## src/rtl/msgp_pkg.sv

```systemverilog
// msgp_pkg: shared types, codes and constants of the multi-stop gradient core
// depends on nothing; imported by every module of the block

package msgp_pkg;

  localparam int COORD_W = 14;
  localparam int PIX_W   = 12;
  localparam int DIFF_W  = 15;
  localparam int POS_W   = 16;
  localparam int COLOR_W = 32;
  localparam int FN_W    = 16;
  localparam int ANG_W   = 22;

  localparam logic [1:0] KIND_LINEAR  = 2'd0;
  localparam logic [1:0] KIND_RADIAL  = 2'd1;
  localparam logic [1:0] KIND_ANGULAR = 2'd2;

  localparam logic [1:0] REGION_FIRST  = 2'd0;
  localparam logic [1:0] REGION_INTERP = 2'd1;
  localparam logic [1:0] REGION_LAST   = 2'd2;

  localparam logic [2:0] REG_KIND       = 3'd0;
  localparam logic [2:0] REG_START_X    = 3'd1;
  localparam logic [2:0] REG_START_Y    = 3'd2;
  localparam logic [2:0] REG_END_X      = 3'd3;
  localparam logic [2:0] REG_END_Y      = 3'd4;
  localparam logic [2:0] REG_STOP_COUNT = 3'd5;

  // half a turn in 2^-20 turn units
  localparam logic signed [ANG_W-1:0] ANG_HALF = 22'sd524288;

  typedef struct packed {
    logic            early;
    logic            last;
    logic [FN_W-1:0] fn;
  } frac_res_t;

  typedef struct packed {
    logic [COLOR_W-1:0] color;
    logic [POS_W-1:0]   pos;
  } stop_entry_t;

  // atan(2^-i) in 2^-20 turns
  function automatic logic signed [ANG_W-1:0] atan_tab(input logic [3:0] i);
    logic signed [ANG_W-1:0] v;
    unique case (i)
      4'd0:  v = 22'sd131072;
      4'd1:  v = 22'sd77376;
      4'd2:  v = 22'sd40884;
      4'd3:  v = 22'sd20753;
      4'd4:  v = 22'sd10417;
      4'd5:  v = 22'sd5213;
      4'd6:  v = 22'sd2607;
      4'd7:  v = 22'sd1304;
      4'd8:  v = 22'sd652;
      4'd9:  v = 22'sd326;
      4'd10: v = 22'sd163;
      4'd11: v = 22'sd81;
      4'd12: v = 22'sd41;
      4'd13: v = 22'sd20;
      4'd14: v = 22'sd10;
      default: v = 22'sd5;
    endcase
    return v;
  endfunction

endpackage

```

## src/rtl/multi_stop_gradient_pixel_core.sv

```systemverilog
// multi_stop_gradient_pixel_core: one pixel item in, at most one color item out
// path: fraction unit, then stop walk, then hand-off to the output register
// flow: one item at a time; stop write items are taken while idle and give no result
// reset: rst synchronous active high; registers take their reset values, the
//   stop store has no reset and no clearing pass

module multi_stop_gradient_pixel_core import msgp_pkg::*; #(
  parameter int MAX_STOPS  = 16,
  parameter int MAX_WIDTH  = 4096,
  parameter int MAX_HEIGHT = 4096
) (
  input  logic        clk,
  input  logic        rst,
  // input item stream
  input  logic        s_axis_tvalid,
  output logic        s_axis_tready,
  // pixel_x[11:0], pixel_y[23:12], stop_index[27:24], stop_position[43:28],
  // stop_color[75:44], zero fill [79:76]
  input  logic [79:0] s_axis_tdata,
  // mode[0]
  input  logic        s_axis_tuser,
  // result item stream
  output logic        m_axis_tvalid,
  input  logic        m_axis_tready,
  // pixel_color[31:0]
  output logic [31:0] m_axis_tdata,
  // region[1:0]
  output logic [1:0]  m_axis_tuser,
  // register port
  input  logic        psel,
  input  logic        penable,
  input  logic        pwrite,
  input  logic [4:0]  paddr,
  input  logic [31:0] pwdata,
  output logic [31:0] prdata,
  output logic        pready
);

  localparam int AW = $clog2(MAX_STOPS);
  localparam int NW = $clog2(MAX_STOPS + 1);

  localparam logic [1:0] T_IDLE  = 2'd0;
  localparam logic [1:0] T_FRAC  = 2'd1;
  localparam logic [1:0] T_SHADE = 2'd2;
  localparam logic [1:0] T_HOLD  = 2'd3;

  // input fields
  logic [PIX_W-1:0]   pixel_x, pixel_y;
  logic [3:0]         stop_index;
  logic [POS_W-1:0]   stop_position;
  logic [COLOR_W-1:0] stop_color;
  assign pixel_x       = s_axis_tdata[11:0];
  assign pixel_y       = s_axis_tdata[23:12];
  assign stop_index    = s_axis_tdata[27:24];
  assign stop_position = s_axis_tdata[43:28];
  assign stop_color    = s_axis_tdata[75:44];

  // configuration registers
  logic [1:0]                gradient_kind;
  logic signed [COORD_W-1:0] start_x, start_y, end_x, end_y;
  logic [4:0]                stop_count;
  logic                      cfg_wr;
  logic [2:0]                cfg_idx;

  assign pready  = 1'b1;
  assign cfg_wr  = psel && penable && pwrite && pready;
  assign cfg_idx = paddr[4:2];

  always_ff @(posedge clk) begin
    if (rst) begin
      gradient_kind <= KIND_LINEAR;
      start_x       <= '0;
      start_y       <= '0;
      end_x         <= '0;
      end_y         <= '0;
      stop_count    <= 5'd1;
    end else if (cfg_wr) begin
      unique case (cfg_idx)
        REG_KIND:       gradient_kind <= pwdata[1:0];
        REG_START_X:    start_x       <= pwdata[COORD_W-1:0];
        REG_START_Y:    start_y       <= pwdata[COORD_W-1:0];
        REG_END_X:      end_x         <= pwdata[COORD_W-1:0];
        REG_END_Y:      end_y         <= pwdata[COORD_W-1:0];
        REG_STOP_COUNT: stop_count    <= pwdata[4:0];
        default: ;  // writes past the register list are dropped
      endcase
    end
  end

  always_comb begin
    unique case (cfg_idx)
      REG_KIND:       prdata = {30'b0, gradient_kind};
      REG_START_X:    prdata = {18'b0, start_x};
      REG_START_Y:    prdata = {18'b0, start_y};
      REG_END_X:      prdata = {18'b0, end_x};
      REG_END_Y:      prdata = {18'b0, end_y};
      REG_STOP_COUNT: prdata = {27'b0, stop_count};
      default:        prdata = '0;
    endcase
  end

  // effective stop count: zero reads as one, large counts saturate
  int n_int;
  logic [NW-1:0] n;
  always_comb begin
    if (stop_count == 5'd0) begin
      n_int = 1;
    end else if (int'(stop_count) > MAX_STOPS) begin
      n_int = MAX_STOPS;
    end else begin
      n_int = int'(stop_count);
    end
  end
  assign n = NW'(n_int);

  // sequencer
  logic [1:0] state;
  logic       in_acc, in_frame, frac_go, stop_wr;
  assign s_axis_tready = state == T_IDLE;
  assign in_acc        = s_axis_tvalid && s_axis_tready;
  assign in_frame      = int'(pixel_x) < MAX_WIDTH && int'(pixel_y) < MAX_HEIGHT;
  // out-of-frame pixels are dropped without a result
  assign frac_go       = in_acc && !s_axis_tuser && in_frame;
  assign stop_wr       = in_acc && s_axis_tuser && int'(stop_index) < MAX_STOPS;

  logic      frac_done, shade_done;
  frac_res_t frac_res;
  logic [COLOR_W-1:0] shade_color;
  logic [1:0]         shade_region;
  logic               out_free;

  assign out_free = !m_axis_tvalid || m_axis_tready;

  always_ff @(posedge clk) begin
    if (rst) begin
      state <= T_IDLE;
    end else begin
      unique case (state)
        T_IDLE:  if (frac_go) state <= T_FRAC;
        T_FRAC:  if (frac_done) state <= T_SHADE;
        T_SHADE: if (shade_done) state <= T_HOLD;
        default: if (out_free) state <= T_IDLE;
      endcase
    end
  end

  // output register parts the result side from the core
  always_ff @(posedge clk) begin
    if (rst) begin
      m_axis_tvalid <= 1'b0;
    end else if (state == T_HOLD && out_free) begin
      m_axis_tvalid <= 1'b1;
    end else if (m_axis_tready) begin
      m_axis_tvalid <= 1'b0;
    end
  end

  always_ff @(posedge clk) begin
    if (state == T_HOLD && out_free) begin
      m_axis_tdata <= shade_color;
      m_axis_tuser <= shade_region;
    end
  end

  // stop store
  stop_entry_t   wr_entry, rd_entry;
  logic [AW-1:0] rd_addr;
  assign wr_entry.color = stop_color;
  assign wr_entry.pos   = stop_position;

  msgp_stop_mem #(
    .DEPTH (MAX_STOPS),
    .AW    (AW)
  ) u_mem (
    .clk     (clk),
    .wr_en   (stop_wr),
    .wr_addr (AW'(stop_index)),
    .wr_data (wr_entry),
    .rd_addr (rd_addr),
    .rd_data (rd_entry)
  );

  msgp_frac u_frac (
    .clk     (clk),
    .rst     (rst),
    .go      (frac_go),
    .kind    (gradient_kind),
    .start_x (start_x),
    .start_y (start_y),
    .end_x   (end_x),
    .end_y   (end_y),
    .pixel_x (pixel_x),
    .pixel_y (pixel_y),
    .done    (frac_done),
    .res     (frac_res)
  );

  msgp_shade #(
    .AW (AW),
    .NW (NW)
  ) u_shade (
    .clk     (clk),
    .rst     (rst),
    .go      (frac_done),
    .res_in  (frac_res),
    .n       (n),
    .rd_addr (rd_addr),
    .rd_data (rd_entry),
    .done    (shade_done),
    .color   (shade_color),
    .region  (shade_region)
  );

endmodule

```

## src/rtl/msgp_stop_mem.sv

```systemverilog
// msgp_stop_mem: stop store, one write port and one registered read port
// depends on msgp_pkg for the entry type

module msgp_stop_mem import msgp_pkg::*; #(
  parameter int DEPTH = 16,
  parameter int AW    = 4
) (
  input  logic        clk,
  input  logic        wr_en,
  input  logic [AW-1:0] wr_addr,
  input  stop_entry_t wr_data,
  input  logic [AW-1:0] rd_addr,
  output stop_entry_t rd_data
);

  stop_entry_t mem [DEPTH];

  always_ff @(posedge clk) begin
    if (wr_en) begin
      mem[wr_addr] <= wr_data;
    end
  end

  always_ff @(posedge clk) begin
    rd_data <= mem[rd_addr];
  end

endmodule

```

## src/rtl/msgp_frac.sv

```systemverilog
// msgp_frac: gradient fraction unit, shared multiplier, restoring divider,
// digit square root and cordic; depends on msgp_pkg

module msgp_frac import msgp_pkg::*; (
  input  logic                      clk,
  input  logic                      rst,
  input  logic                      go,
  input  logic [1:0]                kind,
  input  logic signed [COORD_W-1:0] start_x,
  input  logic signed [COORD_W-1:0] start_y,
  input  logic signed [COORD_W-1:0] end_x,
  input  logic signed [COORD_W-1:0] end_y,
  input  logic [PIX_W-1:0]          pixel_x,
  input  logic [PIX_W-1:0]          pixel_y,
  output logic                      done,
  output frac_res_t                 res
);

  localparam logic [2:0] F_IDLE   = 3'd0;
  localparam logic [2:0] F_MUL    = 3'd1;
  localparam logic [2:0] F_DECIDE = 3'd2;
  localparam logic [2:0] F_DIV    = 3'd3;
  localparam logic [2:0] F_SQRT   = 3'd4;
  localparam logic [2:0] F_CINIT  = 3'd5;
  localparam logic [2:0] F_CSTEP  = 3'd6;
  localparam logic [2:0] F_DONE   = 3'd7;

  logic [2:0] state;
  logic signed [DIFF_W-1:0] dx, dy, qx, qy;
  logic [2:0] mcnt;
  logic signed [31:0] d2, pp, q2;
  logic radial;

  logic [31:0] rem, den, quo;
  logic [5:0]  dcnt;

  logic [31:0] sv;
  logic [15:0] sroot;
  logic [17:0] srem;
  logic [4:0]  scnt;

  logic signed [33:0] cx, cy;
  logic signed [ANG_W-1:0] ca;
  logic [3:0] ci;
  logic cpass;
  logic [FN_W-1:0] r_ref;

  // multiplier operand select
  logic signed [DIFF_W-1:0] ma, mb;
  logic signed [2*DIFF_W-1:0] prod;
  logic signed [31:0] prod_ext;

  always_comb begin
    unique case (mcnt)
      3'd0: begin ma = dx; mb = dx; end
      3'd1: begin ma = dy; mb = dy; end
      3'd2: begin ma = dx; mb = qx; end
      3'd3: begin ma = dy; mb = qy; end
      3'd4: begin ma = qx; mb = qx; end
      default: begin ma = qy; mb = qy; end
    endcase
  end

  assign prod     = ma * mb;
  assign prod_ext = $signed({{(32-2*DIFF_W){prod[2*DIFF_W-1]}}, prod});

  // divider step
  logic [31:0] rem_sh, rem_next, quo_next;
  logic        div_ge;
  assign rem_sh   = {rem[30:0], 1'b0};
  assign div_ge   = rem_sh >= den;
  assign rem_next = div_ge ? rem_sh - den : rem_sh;
  assign quo_next = {quo[30:0], div_ge};

  // square root step
  logic [19:0] s_sh, s_trial, s_diff;
  logic        s_ge;
  logic [17:0] srem_next;
  logic [15:0] root_next;
  assign s_sh      = {srem, sv[31:30]};
  assign s_trial   = {2'b00, sroot, 2'b01};
  assign s_ge      = s_sh >= s_trial;
  assign s_diff    = s_sh - s_trial;
  assign srem_next = s_ge ? s_diff[17:0] : s_sh[17:0];
  assign root_next = {sroot[14:0], s_ge};

  // cordic vector select and step
  logic signed [DIFF_W-1:0] vx, vy, vxa, vya;
  logic vneg;
  logic signed [33:0] xs, ys, cx_n, cy_n;
  logic signed [ANG_W-1:0] ca_n, ca_r;
  logic [FN_W-1:0] ang_n;

  assign vx   = cpass ? qx : dx;
  assign vy   = cpass ? qy : dy;
  assign vneg = vx < 0;
  assign vxa  = vneg ? -vx : vx;
  assign vya  = vneg ? -vy : vy;

  assign xs = cx >>> ci;
  assign ys = cy >>> ci;

  always_comb begin
    if (!cy[33]) begin
      cx_n = cx + ys;
      cy_n = cy - xs;
      ca_n = ca + atan_tab(ci);
    end else begin
      cx_n = cx - ys;
      cy_n = cy + xs;
      ca_n = ca - atan_tab(ci);
    end
  end

  assign ca_r  = ca_n + 22'sd8;
  assign ang_n = ca_r[19:4];

  always_ff @(posedge clk) begin
    if (rst) begin
      state <= F_IDLE;
    end else begin
      unique case (state)
        F_IDLE: begin
          if (go) begin
            dx    <= $signed({end_x[COORD_W-1], end_x}) -
                     $signed({start_x[COORD_W-1], start_x});
            dy    <= $signed({end_y[COORD_W-1], end_y}) -
                     $signed({start_y[COORD_W-1], start_y});
            qx    <= $signed({3'b000, pixel_x}) - $signed({start_x[COORD_W-1], start_x});
            qy    <= $signed({3'b000, pixel_y}) - $signed({start_y[COORD_W-1], start_y});
            d2    <= '0;
            pp    <= '0;
            q2    <= '0;
            mcnt  <= '0;
            state <= F_MUL;
          end
        end
        F_MUL: begin
          unique case (mcnt)
            3'd0, 3'd1: d2 <= d2 + prod_ext;
            3'd2, 3'd3: pp <= pp + prod_ext;
            default:    q2 <= q2 + prod_ext;
          endcase
          mcnt <= mcnt + 3'd1;
          if (mcnt == 3'd5) begin
            state <= F_DECIDE;
          end
        end
        F_DECIDE: begin
          res.early <= 1'b0;
          res.last  <= 1'b0;
          res.fn    <= '0;
          quo       <= '0;
          den       <= d2;
          priority if (kind == KIND_RADIAL) begin
            if (q2 >= d2) begin
              res.early <= 1'b1;
              res.last  <= 1'b1;
              state     <= F_DONE;
            end else begin
              radial <= 1'b1;
              rem    <= q2;
              dcnt   <= 6'd32;
              state  <= F_DIV;
            end
          end else if (kind == KIND_ANGULAR) begin
            cpass <= 1'b0;
            state <= F_CINIT;
          end else begin
            if (d2 == 0 || pp <= 0) begin
              res.early <= 1'b1;
              state     <= F_DONE;
            end else if (pp >= d2) begin
              res.early <= 1'b1;
              res.last  <= 1'b1;
              state     <= F_DONE;
            end else begin
              radial <= 1'b0;
              rem    <= pp;
              dcnt   <= 6'd16;
              state  <= F_DIV;
            end
          end
        end
        F_DIV: begin
          rem  <= rem_next;
          quo  <= quo_next;
          dcnt <= dcnt - 6'd1;
          if (dcnt == 6'd1) begin
            if (radial) begin
              sv    <= quo_next;
              sroot <= '0;
              srem  <= '0;
              scnt  <= 5'd16;
              state <= F_SQRT;
            end else begin
              res.fn <= quo_next[FN_W-1:0];
              state  <= F_DONE;
            end
          end
        end
        F_SQRT: begin
          sv    <= {sv[29:0], 2'b00};
          srem  <= srem_next;
          sroot <= root_next;
          scnt  <= scnt - 5'd1;
          if (scnt == 5'd1) begin
            res.fn <= root_next;
            state  <= F_DONE;
          end
        end
        F_CINIT: begin
          if (vx == 0 && vy == 0) begin
            // zero vector has angle zero
            if (!cpass) begin
              r_ref <= '0;
              cpass <= 1'b1;
            end else begin
              res.fn <= '0 - r_ref;
              state  <= F_DONE;
            end
          end else begin
            cx    <= $signed({{3{vxa[DIFF_W-1]}}, vxa, 16'h0000});
            cy    <= $signed({{3{vya[DIFF_W-1]}}, vya, 16'h0000});
            ca    <= vneg ? ANG_HALF : '0;
            ci    <= '0;
            state <= F_CSTEP;
          end
        end
        F_CSTEP: begin
          cx <= cx_n;
          cy <= cy_n;
          ca <= ca_n;
          ci <= ci + 4'd1;
          if (ci == 4'd15) begin
            if (!cpass) begin
              r_ref <= ang_n;
              cpass <= 1'b1;
              state <= F_CINIT;
            end else begin
              res.fn <= ang_n - r_ref;
              state  <= F_DONE;
            end
          end
        end
        default: begin
          state <= F_IDLE;
        end
      endcase
    end
  end

  assign done = state == F_DONE;

endmodule

```

## src/rtl/msgp_shade.sv

```systemverilog
// msgp_shade: stop table walk, pair renormalize and channel lerp
// depends on msgp_pkg; reads the stop store through a registered port

module msgp_shade import msgp_pkg::*; #(
  parameter int AW = 4,
  parameter int NW = 5
) (
  input  logic               clk,
  input  logic               rst,
  input  logic               go,
  input  frac_res_t          res_in,
  input  logic [NW-1:0]      n,
  output logic [AW-1:0]      rd_addr,
  input  stop_entry_t        rd_data,
  output logic               done,
  output logic [COLOR_W-1:0] color,
  output logic [1:0]         region
);

  localparam logic [3:0] H_IDLE = 4'd0;
  localparam logic [3:0] H_RD0  = 4'd1;
  localparam logic [3:0] H_CHK0 = 4'd2;
  localparam logic [3:0] H_RDN  = 4'd3;
  localparam logic [3:0] H_CHKN = 4'd4;
  localparam logic [3:0] H_RDI  = 4'd5;
  localparam logic [3:0] H_CHKI = 4'd6;
  localparam logic [3:0] H_DIV  = 4'd7;
  localparam logic [3:0] H_T    = 4'd8;
  localparam logic [3:0] H_LERP = 4'd9;
  localparam logic [3:0] H_DONE = 4'd10;

  logic [3:0] state;
  frac_res_t  fr;
  logic [AW-1:0] idx, last_idx;
  logic [POS_W-1:0] prev_pos, span;
  logic [COLOR_W-1:0] prev_col, cur_col, col0;
  logic [17:0] drem;
  logic [16:0] quo;
  logic [4:0]  dcnt;
  logic [7:0]  t;

  assign last_idx = AW'(n - NW'(1));

  always_comb begin
    unique case (state)
      H_RDN:   rd_addr = last_idx;
      H_RDI:   rd_addr = idx;
      default: rd_addr = '0;
    endcase
  end

  // divider step, compare then shift
  logic        d_ge;
  logic [17:0] d_sub;
  logic [16:0] quo_next;
  assign d_ge     = drem >= {2'b00, span};
  assign d_sub    = d_ge ? drem - {2'b00, span} : drem;
  assign quo_next = {quo[15:0], d_ge};

  logic [25:0] tsum;
  assign tsum = ({9'b0, quo} << 8) - {9'b0, quo} + 26'd32768;

  function automatic logic [7:0] lerp_ch(input logic [7:0] a, input logic [7:0] b,
                                         input logic [7:0] tt);
    logic [15:0] s;
    logic [16:0] q;
    s = 16'(a) * 16'(8'd255 - tt) + 16'(b) * 16'(tt) + 16'd127;
    // divide by 255 for values below 65280
    q = {1'b0, s} + 17'(s[15:8]) + 17'd1;
    return q[15:8];
  endfunction

  logic [COLOR_W-1:0] lerp_col;
  always_comb begin
    for (int k = 0; k < 4; k++) begin
      lerp_col[8*k +: 8] = lerp_ch(prev_col[8*k +: 8], cur_col[8*k +: 8], t);
    end
  end

  always_ff @(posedge clk) begin
    if (rst) begin
      state <= H_IDLE;
    end else begin
      unique case (state)
        H_IDLE: begin
          if (go) begin
            fr    <= res_in;
            state <= H_RD0;
          end
        end
        H_RD0: state <= H_CHK0;
        H_CHK0: begin
          col0     <= rd_data.color;
          prev_pos <= rd_data.pos;
          prev_col <= rd_data.color;
          if ((fr.early && !fr.last) || (!fr.early && fr.fn <= rd_data.pos)) begin
            color  <= rd_data.color;
            region <= REGION_FIRST;
            state  <= H_DONE;
          end else begin
            state <= H_RDN;
          end
        end
        H_RDN: state <= H_CHKN;
        H_CHKN: begin
          if (fr.early || fr.fn >= rd_data.pos) begin
            color  <= rd_data.color;
            region <= REGION_LAST;
            state  <= H_DONE;
          end else begin
            idx   <= AW'(1);
            state <= H_RDI;
          end
        end
        H_RDI: state <= H_CHKI;
        H_CHKI: begin
          if (fr.fn >= prev_pos && fr.fn <= rd_data.pos) begin
            cur_col <= rd_data.color;
            span    <= rd_data.pos - prev_pos;
            drem    <= {2'b00, fr.fn - prev_pos};
            quo     <= '0;
            dcnt    <= 5'd17;
            // equal positions give a zero fraction
            state   <= (rd_data.pos == prev_pos) ? H_T : H_DIV;
          end else if (idx == last_idx) begin
            // no enclosing pair in an unsorted table
            color  <= col0;
            region <= REGION_FIRST;
            state  <= H_DONE;
          end else begin
            prev_pos <= rd_data.pos;
            prev_col <= rd_data.color;
            idx      <= idx + AW'(1);
            state    <= H_RDI;
          end
        end
        H_DIV: begin
          drem <= {d_sub[16:0], 1'b0};
          quo  <= quo_next;
          dcnt <= dcnt - 5'd1;
          if (dcnt == 5'd1) begin
            state <= H_T;
          end
        end
        H_T: begin
          t     <= tsum[23:16];
          state <= H_LERP;
        end
        H_LERP: begin
          color  <= lerp_col;
          region <= REGION_INTERP;
          state  <= H_DONE;
        end
        default: begin
          state <= H_IDLE;
        end
      endcase
    end
  end

  assign done = state == H_DONE;

endmodule

```

## config.mk

```make
export PLATFORM = sky130hd
export DESIGN_NAME = multi_stop_gradient_pixel_core
export DESIGN_NICKNAME = d
export VERILOG_FILES = /design/src/rtl/msgp_pkg.sv /design/src/rtl/multi_stop_gradient_pixel_core.sv /design/src/rtl/msgp_stop_mem.sv /design/src/rtl/msgp_frac.sv /design/src/rtl/msgp_shade.sv
export SDC_FILE = /design/constraint.sdc
export NUM_CORES = 2
export LEC_CHECK = 0
export ABC_CLOCK_PERIOD_IN_PS = 11700
export BUFFER_PORTS_ARGS = -buffer_cell sky130_fd_sc_hd__buf_2
export CORE_UTILIZATION = 55
export CTS_CLUSTER_DIAMETER = 60
export DETAILED_ROUTE_END_ITERATION = 7
export MAX_ROUTING_LAYER = met4
export PLACE_DENSITY_LB_ADDON = 0.08
export SLEW_MARGIN = 20
export SYNTH_ARGS = -nofsm -noshare
export SYNTH_HDL_FRONTEND = slang
export SYNTH_SLANG_ARGS = --single-unit
```

## constraint.sdc

```tcl
create_clock -name clk -period 11.7 [get_ports clk]
set_input_delay 2.34 -clock clk [delete_from_list [all_inputs] [get_ports clk]]
set_output_delay 2.34 -clock clk [all_outputs]
set_load 0.02 [all_outputs]
```

# --- After elaboration in Yosys (flattened, before gate mapping) ---
# Memory sizes are Yosys's and may differ from the RTL's. A register that Yosys moved wholly into a read port is not among the register bits.
# Cells that the tools add are included.
word_totals:
  ff_bits: 799
  ramBits: 768
  mem_bits_ro: 576
  in_bits: 125
  out_inout_bits: 69
  elab_cells: 431
  n_memories: 3
classes:
  n_addsub: 49
  mul: 9
  order_cmp: 11
  eq_ne: 77
  shifts: 2
  n_mux: 150
  n_bitwise: 1
  n_reduce_logical: 76
mem_list:
  columns: ["memory", "depth", "width", "rd", "rd_ports_with_merged_regs", "write_ports", "line", "source"]
  rows:
  - ["u_mem.mem", 16, 48, 1, 1, 1, "msgp_stop_mem.sv:16", "stop_entry_t mem [DEPTH];"]
  - ["(name not given)", 16, 18, 1, 1, 0, "msgp_pkg.sv:46", "unique case (i)"]
  - ["(name not given)", 16, 18, 1, 1, 0, "msgp_pkg.sv:46", null]
ops:
  columns: ["op", "n"]
  rows:
  - ["$mux 32", 12]
  - ["$pmux 32 s2", 5]
  - ["$mux 16", 15]
  - ["$mux 31", 6]
  - ["$mux 34", 4]
  - ["$pmux 34 s2", 2]
  - ["$pmux 32 s4", 1]
  - ["$pmux 31 s2", 2]
  - ["$add 32x30->32", 3]
  - ["$ge 32x32->1", 3]
  - ["$logic_not 32->1", 3]
  - ["$pmux 16 s2", 3]
  - ["$pmux 15 s3", 2]
  - ["$mux 22", 4]
  - ["$pmux 14 s6", 1]
  - ["$pmux 16 s5", 1]
  - ["$mux 18", 4]
  - ["$pmux 18 s2", 2]
  - ["$add 34x34->34", 2]
  - ["$sshr 34x4->34", 2]
  - ["$sub 34x34->34", 2]
  - ["$add 16x1->16 const B", 4]
  - ["$add 16x16->16", 4]
  - ["$add 16x7->16 const B", 4]
  - ["87 further kinds", 284]

# --- Logic depth before layout (Yosys ltp) ---
logic_depth:
  word_depth: 8
  depth_mapped: 47
  ltp_nobuf: 42

# --- By module ---
# From an unflattened synthesis, not the netlist that was laid out.
hier_totals:
  cells_unflattened: 10236
  hier_area_um2: 115016.6
by_module_without_submodules:
  columns: ["mod", "n_inst", "cells_each", "area_each_um2", "seq_area_each_um2"]
  rows:
  - ["msgp_frac", 1, 5397, 49359.8, 14173.6]
  - ["msgp_shade", 1, 3197, 31587.8, 7046.8]
  - ["msgp_stop_mem", 1, 1242, 29694.7, 24023.0]
  - ["multi_stop_gradient_pixel_core", 1, 400, 4374.2, 2342.2]

# --- Least setup slack after synthesis ---
# Ideal clock, no wire load.
synth_path:
  kind: "reg-to-reg"
  from: "reg u_frac.mcnt[1]"
  to: "reg u_frac.q2[31] (data pin)"
  setup_ps: 266
  arrival_ps: 9627
  required_time_ps: 11434
  slack_ps: 1807
  stages_incl_launch_ff: 45
  n_path_buf: 5
  synth_period_minus_slack_ps: 9893
  path_cell_list: "edfxtp_1 > inv_1 > ha_1 > nor2b_1 > clkbuf_1 > or2_2 > clkbuf_1 > a211o_1 > clkbuf_1 > clkbuf_1 > buf_1 > o21a_1 > nand2_1 > fa_1 > fa_1 > inv_1 > fa_1 > inv_1 > (+9 left out) > a21oi_1 > a31o_2 > a21o_1 > a21oi_1 > o21bai_1 > a21oi_1 > xnor2_1 > ha_1 > nor2b_1 > o21a_1 > o21ai_0 > a31oi_1 > o21a_1 > a221oi_1 > a21oi_1 > a311oi_1 > xnor2_1 > nor2_1"
synth_via:
  elab_chain_len: 7
  word_cells_on_any_way: 14
  classes_between: "add/sub: 1; mul: 1; eq/ne: 4; mux: 4; reduce/logical: 4"
synth_lines:
  columns: ["element", "line", "source"]
  rows:
  - ["start: declaration", "msgp_frac.sv:30", "logic [2:0] mcnt;"]
  - ["start signal: assignment", "msgp_frac.sv:144", "mcnt <= mcnt + 3'd1;"]
  - ["$eq 3x1->1 (tied with other cells)", "msgp_frac.sv:54", "unique case (mcnt)"]
  - ["$reduce_or 2->1 (no line)", null, null]
  - ["$pmux 15 s3", "msgp_frac.sv:54", null]
  - ["$mul 15x15->30 (*)", "msgp_frac.sv:64", "assign prod = ma * mb;"]
  - ["$add 32x30->32 (*)", "msgp_frac.sv:142", "default: q2 <= q2 + prod_ext;"]
  - ["$mux 32 (*)", "msgp_frac.sv:139", "unique case (mcnt)"]
  - ["$pmux 32 s2 (*)", "msgp_frac.sv:122", "unique case (state)"]
  - ["end signal: assignment", "msgp_frac.sv:142", null]
  - ["end: declaration", "msgp_frac.sv:31", "logic signed [31:0] d2, pp, q2;"]
# Mark *: on every way between the ends. The rest lies on a longest branch, timed or not. The select of a mux whose other input is x is not followed.
# A chain may end at the register's enable or synchronous reset.

# --- Worst setup path in the final report ---
layout_path:
  from: "reg u_frac.mcnt[1]"
  to: "reg u_frac.q2[30] (data pin)"
# Same word-level chain as after synthesis.

==> impl_metrics.env <==
export IMPL_result_of_the_run="complete, but fails checks"
export IMPL_failed_checks="design-rule violations"
export IMPL_post_synth_inst_count=10920
export IMPL_grt_max_degree=213
export IMPL_cts_clk_slew_worst_paths_ns=0.06
export IMPL_buffers_from_clock_root_to_sink_at_most=3
export IMPL_worstSetupStartpointType="flip-flop"
export IMPL_hp_class="reg2reg"
export IMPL_period_utilization_post_route_pct=93.01
export IMPL_place_detailed_hpwl_um=214400
export IMPL_port_buffer_count=150
export IMPL_chipWidth_um=458.8
export IMPL_dr_total_vias=82620
export IMPL_cts_tree="yes"
export IMPL_layout_cells_most_common="sky130_fd_sc_hd__edfxtp_1"
export IMPL_antenna_found_initial=41
export IMPL_critical_path_arrival_ns=11.47
export IMPL_cts_root_buffer="sky130_fd_sc_hd__clkbuf_16"
export IMPL_floorplan_die_area_sq_um=210500
export IMPL_drtIter0Drc=7860
export IMPL_postSynthRegisterBits=1631
export IMPL_timing_critical_path_buf_inv=6
export IMPL_worst_endpoint_required_ns=12.29
export IMPL_finalWirelength_um=304300
export IMPL_rr_worst_depth=41
export IMPL_final_setup_viol_count=0
export IMPL_netlist_cell_type_count=100
export IMPL_mostFrequentLayoutCells="sky130_fd_sc_hd__edfxtp_1, sky130_fd_sc_hd__nand2_1, sky130_fd_sc_hd__inv_1"
export IMPL_gr_usage_all_layers_pct=29.73
export IMPL_detail_route_wl_per_cell_um=21.86
export IMPL_post_synth_main_area_contributors="sky130_fd_sc_hd__edfxtp_1, sky130_fd_sc_hd__fa_1, sky130_fd_sc_hd__ha_1"
export IMPL_timing_clock_skew_ns=0.1148
export IMPL_tritoncts_sink_count=1631
export IMPL_cpPeakStageDelay_ns=0.56
export IMPL_number_of_synthesized_flops_with_an_enable_pin=1492
export IMPL_drive_gt1_share_pct=7.074
export IMPL_fin_tns_setup_ns=0
export IMPL_design_core_area_sq_um=207300
export IMPL_drv_cap=0
export IMPL_timing_hold_worst_path_depth=0
export IMPL_setup_worst_path_class="reg2reg"
export IMPL_period_needed_ns=10.88
export IMPL_postCtsHoldBufs=0
export IMPL_area_growth_synth_to_final_pct=8.838
export IMPL_final_antenna_net_count=0
export IMPL_grt_remaining_overflow=0
export IMPL_synth_largest_area_cell="sky130_fd_sc_hd__edfxtp_1"
export IMPL_viasPerCell=5.935
export IMPL_cts_setup_buffers=0
export IMPL_synth_top_cell_area_share_pct=39.04
export IMPL_syn_mean_instance_area_sq_um=10.51
export IMPL_finalHoldViolCount=0
export IMPL_core_rowCount=167
export IMPL_max_clock_freq_mhz=91.89
export IMPL_grt_first_pass_wirelength_um=470000
export IMPL_cpMaxStageDelayCell="sky130_fd_sc_hd__and2_1"
export IMPL_timing_critical_path_fanout_max=16
export IMPL_worst_slew_pin_slew_ns=1.193
export IMPL_total_instance_count_after_detailed_placement=13560
export IMPL_final_net_count=12550
export IMPL_insertion_delay_ns=0.92
export IMPL_synth_warnings=0
export IMPL_slew_viol_final=0
export IMPL_htree_num_levels=4
export IMPL_critical_path_top_delay_family="compound AO/OA/AOI/OAI gates"
export IMPL_vias_in_the_first_global_route=80110
export IMPL_cp_num_cells=41
export IMPL_critical_path_endpoint_type="flip-flop"
export IMPL_grt_setup_unrepaired="false"
export IMPL_cts_resized_gates=0
export IMPL_number_of_buffers_created_by_cts=185
export IMPL_fp_dieH_um=458.8
export IMPL_initial_utilization_pct=55.37
export IMPL_layoutNonFillerInstCount=13920
export IMPL_synth_async_reset_ratio_pct=0
export IMPL_routability_cong=0.9610
export IMPL_remaining_drc_errors=6
export IMPL_part_of_the_yosys_area_used_for_sequential_elements_pct=41.46
export IMPL_slew_limit_headroom_pct=20.46
export IMPL_mappedNetlistArea_sq_um=114800
export IMPL_io_pins=194
export IMPL_ys_flop_type="sky130_fd_sc_hd__edfxtp_1"
export IMPL_finalHoldWorstSlack_ns=0.3808
export IMPL_drt_pass1_iter_count=8
final cells by class:
cell class / instances / area, sq um
Fill cell: 17210 / 82370
Multi-Input combinational cell: 7723 / 61410
Sequential cell: 1631 / 47590
Clock buffer: 229 / 4916
Inverter: 1125 / 4223
Tap cell: 2788 / 3488
Timing Repair Buffer: 291 / 1907
Clock inverter: 112 / 1328
Antenna cell: 21 / 52.55
synth_stat cells, drive strengths merged, types with 166 or more instances:
cell type,count
a211oi,318
a21oi,571
and2,371
clkbuf,361
edfxtp,1492
fa,649
ha,815
inv,1121
nand2,1216
nand2b,216
nor2,725
nor2b,213
nor3,166
o21ai,400
xnor2,302
xor2,185
state kept, by name (all words and copies together), names as in the netlist, 17 cells and up, named ones only:
signal	cells
m_axis_tdata	32
u_frac.ca	20
u_frac.cx	34
u_frac.cy	34
u_frac.d2	32
u_frac.den	32
u_frac.pp	32
u_frac.q2	32
u_frac.quo	31
u_frac.rem	31
u_frac.res	18
u_frac.srem	18
u_frac.sv	32
u_mem.mem	768
u_mem.rd_data	48
u_shade.col0	32
u_shade.color	32
u_shade.cur_col	32
u_shade.drem	18
u_shade.fr	18
u_shade.prev_col	32
u_shade.quo	17
kinds of logic (layout without fill, tap and decap cells):
kind of cell / count (synthesis) / after routing / share of synthesized area [%]
and+or+nand+nor: 3306 / 3306 / 13.62
muxes: 266 / 266 / 3.223
xor gates and xnor gates: 489 / 489 / 3.762
DFF: 1631 / 1631 / 41.46
other: 2 / 40 / 0.006544
buffers and inverters: 1587 / 1757 / 5.354
AOI/OAI and AO/OA: 2179 / 2179 / 12.37
adders and majority gates: 1464 / 1464 / 20.21
layer usage:
| layer | vias up | track usage [%] | wire (um) |
|---|---|---|---|
| met1 | 41060 | 43.97 | 142600 |
| met5 | - | - | 0 |
| met2 | 2791 | 43.03 | 133200 |
| li1 | 38380 | - | - |
| met3 | 383 | 4.681 | 22800 |
| met4 | 0 | 6.596 | 5699 |
worst paths after layout:
check / slack, ns / from / end
worst max-delay path: 0.82 / u_frac.mcnt[1] / u_frac.q2[30]
worst min-delay path: 0.38 / u_frac.res[4] / u_shade.fr[4]
worst max register to register: 0.82 / u_frac.mcnt[1] / u_frac.q2[30]
worst min register to register: 0.38 / u_frac.res[4] / u_shade.fr[4]
stage by stage:
stage | setup slack (ns) | area [sq um] | utilization, %
finish | 0.8178 | 124900 | 60.26
global route | 0.04001 | 124900 | 60.25
CTS | 0.9383 | 124800 | 60.21
detailed placement | 0.9605 | 118600 | 57.20
global placement | 0.9949 | 118500 | 57.19
floorplan | 1.807 | 114800 | -
Power is not shown: default switching activity piles up to over one toggle a cycle in this logic, so the estimate is an artifact.
